### config.mk
export PLATFORM = sky130hd
export DESIGN_NAME = rgb_to_hsv_converter
export DESIGN_NICKNAME = d
export VERILOG_FILES = /design/src/hw/rtl/rgbhsv_pkg.sv /design/src/hw/rtl/rgb_to_hsv_converter.sv
export SDC_FILE = /design/constraint.sdc
export NUM_CORES = 1
export LEC_CHECK = 0
export ABC_AREA = 1
export BUFFER_PORTS_ARGS = -buffer_cell sky130_fd_sc_hd__buf_2
export CAP_MARGIN = 25
export CORE_MARGIN = 5
export CORE_UTILIZATION = 46
export CTS_BUF_LIST = sky130_fd_sc_hd__clkbuf_4
export CTS_CLUSTER_DIAMETER = 150
export DETAILED_ROUTE_END_ITERATION = 8
export SETUP_SLACK_MARGIN = 0.02
export SYNTH_ARGS = -nofsm -noshare
export SYNTH_HDL_FRONTEND = slang
export SYNTH_SLANG_ARGS = --single-unit
### constraint.sdc
create_clock -name i_clk -period 7.65 [get_ports i_clk]
set_input_delay 0.765 -clock i_clk [delete_from_list [all_inputs] [get_ports i_clk]]
set_output_delay 0.765 -clock i_clk [all_outputs]
set_load 0.01 [all_outputs]
### src/hw/rtl/rgbhsv_pkg.sv
// Shared types, constants and divider step functions for the RGB to HSV converter.
// No dependencies.
package rgbhsv_pkg;

    localparam int CHAN_W         = 8;
    localparam int HUE_W          = 15;
    localparam int HUE_QW         = 12;   // hue offset quotient, at most 3840
    localparam int SAT_QW         = 8;    // saturation quotient, at most 255
    localparam int BITS_PER_STAGE = 4;
    localparam int DIV_STAGES     = HUE_QW / BITS_PER_STAGE;
    localparam int SAT_STAGES     = SAT_QW / BITS_PER_STAGE;

    localparam logic [HUE_W-1:0] HUE_BASE_R = 15'd0;
    localparam logic [HUE_W-1:0] HUE_BASE_G = 15'd7680;
    localparam logic [HUE_W-1:0] HUE_BASE_B = 15'd15360;
    localparam logic [HUE_W-1:0] HUE_FULL   = 15'd23040;

    typedef enum logic [1:0] {
        SEC_RED,
        SEC_GREEN,
        SEC_BLUE
    } t_sector;

    // Output of the front stage: maximum, delta, sector and hue difference.
    typedef struct packed {
        logic [CHAN_W-1:0] mx;
        logic [CHAN_W-1:0] delta;
        logic [CHAN_W-1:0] absdiff;
        logic              neg;
        t_sector           sector;
    } t_front;

    // Restoring divider state: nq holds unused numerator bits on top and
    // quotient bits shifting in at the bottom.
    typedef struct packed {
        logic [CHAN_W-1:0] rem;
        logic [HUE_QW-1:0] nq;
        logic [CHAN_W-1:0] d;
    } t_hdiv;

    typedef struct packed {
        logic [CHAN_W-1:0] rem;
        logic [SAT_QW-1:0] nq;
        logic [CHAN_W-1:0] d;
    } t_sdiv;

    typedef struct packed {
        t_hdiv             hdiv;
        t_sdiv             sdiv;
        logic [CHAN_W-1:0] mx;
        logic              neg;
        logic              grey;
        t_sector           sector;
    } t_pipe;

    function automatic t_hdiv hue_stage(input t_hdiv s);
        t_hdiv         o;
        logic [CHAN_W:0] t;
        o = s;
        for (int k = 0; k < BITS_PER_STAGE; k++) begin
            t = {o.rem, o.nq[HUE_QW-1]};
            if (t >= {1'b0, o.d}) begin
                o.rem = CHAN_W'(t - {1'b0, o.d});
                o.nq  = {o.nq[HUE_QW-2:0], 1'b1};
            end else begin
                o.rem = t[CHAN_W-1:0];
                o.nq  = {o.nq[HUE_QW-2:0], 1'b0};
            end
        end
        return o;
    endfunction

    function automatic t_sdiv sat_stage(input t_sdiv s);
        t_sdiv         o;
        logic [CHAN_W:0] t;
        o = s;
        for (int k = 0; k < BITS_PER_STAGE; k++) begin
            t = {o.rem, o.nq[SAT_QW-1]};
            if (t >= {1'b0, o.d}) begin
                o.rem = CHAN_W'(t - {1'b0, o.d});
                o.nq  = {o.nq[SAT_QW-2:0], 1'b1};
            end else begin
                o.rem = t[CHAN_W-1:0];
                o.nq  = {o.nq[SAT_QW-2:0], 1'b0};
            end
        end
        return o;
    endfunction

endpackage

### src/hw/rtl/rgb_to_hsv_converter.sv
// RGB to HSV converter, top level: front compare stage, pipelined dividers, hue assembly.
// Depends on rgbhsv_pkg.
//
// Usage:
//   Input channel:  i_valid / o_stall, payload i_rgb_color (R 23:16, G 15:8, B 7:0).
//   Output channel: o_valid / i_stall, payload o_hue (1/64 degree), o_saturation,
//                   o_value. A transfer happens on a clock edge with valid high
//                   and stall low.
//   Stages: front stage, numerator stage, three divider stages, output register.
//   Throughput: one transfer per cycle while i_stall stays low. Each divider stage
//   retires four quotient bits of the 12-bit hue division (saturation finishes in two).
//   Every stage has its own valid bit; a stage loads whenever it is empty or
//   the stage after it moves, so bubbles collapse under output stall.
//   When the receiver stalls, the output register holds its payload and the
//   pipeline keeps filling; o_stall rises only once all six stages are full.
//   Reset (synchronous, active low) clears all valid bits; payload registers
//   are not reset. The block keeps no state between colors.
module rgb_to_hsv_converter (
    input  logic                                i_clk,
    input  logic                                i_rst_n,
    input  logic                                i_valid,
    output logic                                o_stall,
    input  logic [23:0]                         i_rgb_color,
    output logic                                o_valid,
    input  logic                                i_stall,
    output logic [rgbhsv_pkg::HUE_W-1:0]        o_hue,
    output logic [rgbhsv_pkg::CHAN_W-1:0]       o_saturation,
    output logic [rgbhsv_pkg::CHAN_W-1:0]       o_value
);
    import rgbhsv_pkg::*;

    localparam int LAST = DIV_STAGES + 2;   // index of the output stage valid

    logic [LAST:0] r_vld;
    logic [LAST:0] rdy;

    t_front n_front, r_front;
    t_pipe  n_pipe [0:DIV_STAGES];
    t_pipe  r_pipe [0:DIV_STAGES];

    logic [HUE_W-1:0]  n_hue, r_hue;
    logic [CHAN_W-1:0] n_sat, r_sat, r_val;

    // ---------------- handshake: per-stage ready chain ----------------
    always_comb begin
        rdy[LAST] = !r_vld[LAST] || !i_stall;
        for (int k = LAST - 1; k >= 0; k--) begin
            rdy[k] = !r_vld[k] || rdy[k+1];
        end
    end

    assign o_stall = !rdy[0];

    always_ff @(posedge i_clk) begin
        if (!i_rst_n) begin
            r_vld <= '0;
        end else begin
            if (rdy[0]) begin
                r_vld[0] <= i_valid;
            end
            for (int k = 1; k <= LAST; k++) begin
                if (rdy[k]) begin
                    r_vld[k] <= r_vld[k-1];
                end
            end
        end
    end

    // ---------------- stage 1: max, min, sector, hue difference ----------------
    always_comb begin
        logic [CHAN_W-1:0] r, g, b, mn, pa, pb;
        r = i_rgb_color[23:16];
        g = i_rgb_color[15:8];
        b = i_rgb_color[7:0];
        n_front.mx = r;
        mn         = r;
        if (g > n_front.mx) n_front.mx = g;
        if (b > n_front.mx) n_front.mx = b;
        if (g < mn) mn = g;
        if (b < mn) mn = b;
        n_front.delta = n_front.mx - mn;
        // first largest channel in red, green, blue order picks the sector
        if (r >= g && r >= b) begin
            n_front.sector = SEC_RED;
            pa = g;
            pb = b;
        end else if (g >= b) begin
            n_front.sector = SEC_GREEN;
            pa = b;
            pb = r;
        end else begin
            n_front.sector = SEC_BLUE;
            pa = r;
            pb = g;
        end
        n_front.neg     = pa < pb;
        n_front.absdiff = n_front.neg ? pb - pa : pa - pb;
    end

    always_ff @(posedge i_clk) begin
        if (rdy[0]) begin
            r_front <= n_front;
        end
    end

    // ---------------- stage 2: numerators, divider seed ----------------
    // Hue numerator |diff|*3840 < delta*4096, so its top byte is already a
    // valid partial remainder; same for 255*delta < mx*256.
    always_comb begin
        logic [CHAN_W+HUE_QW-1:0] hnum;
        logic [CHAN_W+SAT_QW-1:0] snum;
        hnum = ({r_front.absdiff, 12'd0}) - ({4'd0, r_front.absdiff, 8'd0});
        snum = ({r_front.delta, 8'd0}) - ({8'd0, r_front.delta});
        n_pipe[0].hdiv.rem = hnum[CHAN_W+HUE_QW-1:HUE_QW];
        n_pipe[0].hdiv.nq  = hnum[HUE_QW-1:0];
        n_pipe[0].hdiv.d   = r_front.delta;
        n_pipe[0].sdiv.rem = snum[CHAN_W+SAT_QW-1:SAT_QW];
        n_pipe[0].sdiv.nq  = snum[SAT_QW-1:0];
        n_pipe[0].sdiv.d   = r_front.mx;
        n_pipe[0].mx       = r_front.mx;
        n_pipe[0].neg      = r_front.neg;
        n_pipe[0].grey     = (r_front.delta == '0);
        n_pipe[0].sector   = r_front.sector;
    end

    // ---------------- stages 3..5: restoring dividers ----------------
    for (genvar s = 0; s < DIV_STAGES; s++) begin : g_div
        if (s < SAT_STAGES) begin : g_sat
            always_comb begin
                n_pipe[s+1]      = r_pipe[s];
                n_pipe[s+1].hdiv = hue_stage(r_pipe[s].hdiv);
                n_pipe[s+1].sdiv = sat_stage(r_pipe[s].sdiv);
            end
        end else begin : g_hue
            always_comb begin
                n_pipe[s+1]      = r_pipe[s];
                n_pipe[s+1].hdiv = hue_stage(r_pipe[s].hdiv);
            end
        end
    end

    always_ff @(posedge i_clk) begin
        for (int k = 0; k <= DIV_STAGES; k++) begin
            if (rdy[k+1]) begin
                r_pipe[k] <= n_pipe[k];
            end
        end
    end

    // ---------------- stage 6: hue assembly, output register ----------------
    // Only the red sector can go below zero; it wraps by a full turn.
    always_comb begin
        logic [HUE_W-1:0] q, base;
        q = {{(HUE_W-HUE_QW){1'b0}}, r_pipe[DIV_STAGES].hdiv.nq};
        case (r_pipe[DIV_STAGES].sector)
            SEC_GREEN: base = HUE_BASE_G;
            SEC_BLUE:  base = HUE_BASE_B;
            default:   base = HUE_BASE_R;
        endcase
        if (r_pipe[DIV_STAGES].grey) begin
            n_hue = '0;
        end else if (r_pipe[DIV_STAGES].neg && r_pipe[DIV_STAGES].sector == SEC_RED) begin
            n_hue = HUE_FULL - q;
        end else if (r_pipe[DIV_STAGES].neg) begin
            n_hue = base - q;
        end else begin
            n_hue = base + q;
        end
        // black: divisor was zero, quotient is meaningless
        n_sat = (r_pipe[DIV_STAGES].mx == '0) ? '0 : r_pipe[DIV_STAGES].sdiv.nq;
    end

    always_ff @(posedge i_clk) begin
        if (rdy[LAST]) begin
            r_hue <= n_hue;
            r_sat <= n_sat;
            r_val <= r_pipe[DIV_STAGES].mx;
        end
    end

    assign o_valid      = r_vld[LAST];
    assign o_hue        = r_hue;
    assign o_saturation = r_sat;
    assign o_value      = r_val;

    // ---------------- assertions ----------------
    a_grey_hue: assert property (@(posedge i_clk) disable iff (!i_rst_n)
        o_valid && o_saturation == '0 |-> o_hue == '0)
        else $error("grey result with nonzero hue");

    a_hue_range: assert property (@(posedge i_clk) disable iff (!i_rst_n)
        o_valid |-> o_hue < HUE_FULL)
        else $error("hue out of range");

    a_sat_value: assert property (@(posedge i_clk) disable iff (!i_rst_n)
        o_valid && o_saturation != '0 |-> o_value != '0)
        else $error("saturation without value");

    a_full_stall: assert property (@(posedge i_clk) disable iff (!i_rst_n)
        o_stall |-> (&r_vld) && i_stall)
        else $error("input stalled with room in pipeline");

endmodule

==> metrics <==
FF-to-FF setup slack=660 ps; Min-Delay Path Class=input port to flop; global-route congestion overflow total=0; core box area=41,020 um2; first-pass GRT wire length=between 70,000 and 80,000 um; max cap viols=0; CP bufs+invs=3; buffers added on ports=60; Detail Route Antenna Nets=0; area leader, netlist=edfxtp_1; fmax=143.1 MHz; ys flop type=edfxtp_1; Area Overhead vs Synth=9.099%; RSZ-0062 raised after global routing=no; area of the mapped netlist=19,170 um2; die width=about 210 um; CTS tree=done; Critical Path Slowest Stage Cell=edfxtp_1; TritonRoute pass-1 iters=6; cell mode on critical path=nand2_1; Total GRT Usage=0.1840; # setup viols final=0; CP Data Required Time=between 8000 and 9000 ps; final core utilization=0.5099; asr flop ratio synth=0; fraction of layout cells with a size suffix above 1=0.1239; crit path to=r_pipe[2][20]; Die ar.=roughly 46,000 um2; Area contributors post-synth=edfxtp_1 36%, ha_1 15%, nand2_1 9.4%; critical setup path kind=flop to flop; Critical Path Start Type=flop; Clk pin slew, worst setup/hold paths=70 ps; total negative slack=0 ps; EDFF count, synth=228; status=finished, final reports clean; Slew Viols, Final=0; 1st-iter DRT viols=884; Worst Path Max Fanout=16; Max Root-Sink Buffers=3; actual slew at the worst max-slew pin=634.6 ps; Initial Utilization=0.4674; share of the synthesized area in the top cell type=0.3572; Worst R2R Start=r_pipe[1][18]; minimum clock period=6988 ps; Routed WL per cell=roughly 14 um; Final Hold Viols=0; syn_nets=between 2,000 and 3,000; Post-CTS Hold Buffers=0; final net count=2,664; CTS Sinks=~230; cts bufs inserted=61; cells after synthesis=2,276; Slew headroom=0.5769; DPL Wire Length=33,970 um; R2R cell count=37; Crit. End Element=flop; crit path launch=r_pipe[1][18]; initial antenna violation count=1; Vias=about 15,000; Non-Filler Instances=2,970; data arrival time of the critical path=7480 ps; die span in y=214.1 um; Yosys reg bits=between 200 and 250; Row Count=74; FF-to-FF End=r_pipe[2][20]; sequential area share after synthesis=0.3634; CP Depth=37; Layout Skew=88.08 ps; Ys Warns=0; Via density=5.144; Root Buffer=clkbuf_4; crit-path max cell delay=roughly 440 ps; Avg Cell Area, Syn=8.423 um2; Remaining DRCs=0; H-tree depth=2; Clk Latency, worst-skew pair=780 ps; largest net degree at the start of global routing=50; io pins=61; commonest cells after routing, fill and taps aside=481 x nand2_1, 317 x inv_1, 230 x ha_1, 228 x edfxtp_1, 167 x nor2_1; Tcrit/Tclk final=0.9134; cell family with most CP delay=compound AO/OA/AOI/OAI gates; most common cell after layout, fill and taps aside=nand2_1; GPL Wtd Cong=0.8981; synth unique cells=65; Cells after DPL=2,850; final WL=42,590 um; vias in the first global route=14,960
[cell usage after synthesis, drive strengths merged, types with 5 or more instances]
master and number:
a211oi 10, fa 16, o21a 9, inv 342
or2 19, nand3 99, nor4 5, buf 14
a21o 10, dfxtp 6, edfxtp 228, o211ai 7
nor2 180, nand3b 8, xor2 92, ha 230
nor3 30, xnor2 41, o21bai 9, a21oi 170
clkbuf 10, a221oi 18, o21ai 153, nand2 516
nand4 23
[worst reg2reg max path: cells and delay by family, from the launching register on]
kind	cells	cell delay [ps]
buf+inv	3	440
simple gates	15	1820
compound gates	15	2730
fa+ha+maj	4	1270
flops	1	440
[worst min-delay path by stage]
| stage | start | end | slack (ps) | depth (start not counted) |
|---|---|---|---|---|
| after global routing | i_valid | r_vld[0] | 150 | 2 |
| after detailed placement | n_pipe[198] | r_pipe[0][14] | 400 | 0 |
| final | i_valid | r_vld[0] | 200 | 2 |
| after floorplan | n_pipe[192] | r_pipe[0][0] | 400 | 0 |
| after CTS | i_valid | r_vld[0] | 120 | 2 |
| after global placement | r_pipe[2][20] | r_pipe[3][20] | 400 | 0 |
[registers in the layout (all words and copies together), names as in the netlist]
signal	flops
r_pipe	170
n_pipe	19
o_hue	15
o_saturation	8
o_value	8
r_front	8
r_vld	6
[layer usage]
layer	share of wire	global-route usage	wire, um
met5	0	0	0
met1	0.46	0.2416	19670
met2	0.47	0.3128	19940
met3	0.045	0.02781	1904
met4	0.025	0.06227	1080
[kinds of logic (layout without fill, tap and decap cells)]
logic type,after synthesis,in the layout,synth area share
xor gates and xnor gates,133,133,0.06077
and+or+nand+nor,884,884,0.2054
muxes,3,3,0.001827
other,0,1,0
AOI/OAI and AO/OA,408,408,0.1249
adders and majority gates,246,246,0.1668
DFF,234,234,0.3634
buffers and inverters,368,529,0.07689
[through the flow]
stage	area, um2	hold WS (ps)	worst slack (ps)
after floorplan	19170	400.3	951.4
after global placement	20010	401.0	467.4
after detailed placement	20010	404.5	321.9
after CTS	20780	122.0	291.9
after global routing	20910	147.7	33.28
final	20910	204.9	662.1
[timing repair]
item,4_1_cts,5_1_grt
buffers inserted,0,7
endpoints found under the setup margin,0,28
resized for setup,0,20
[layout make-up]
type | count | area [um2]
fill | 3915 | 20100
multi-input combinational | 1674 | 10770
tap | 532 | 665.6
sequential | 234 | 6967
antenna | 1 | 2.502
clock inverter | 23 | 111.4
clock buffer | 87 | 653.1
timing repair buffer | 75 | 432.9
inverter | 344 | 1309
Power is not shown: default switching activity piles up to over one toggle a cycle in this logic, so the estimate is an artifact.
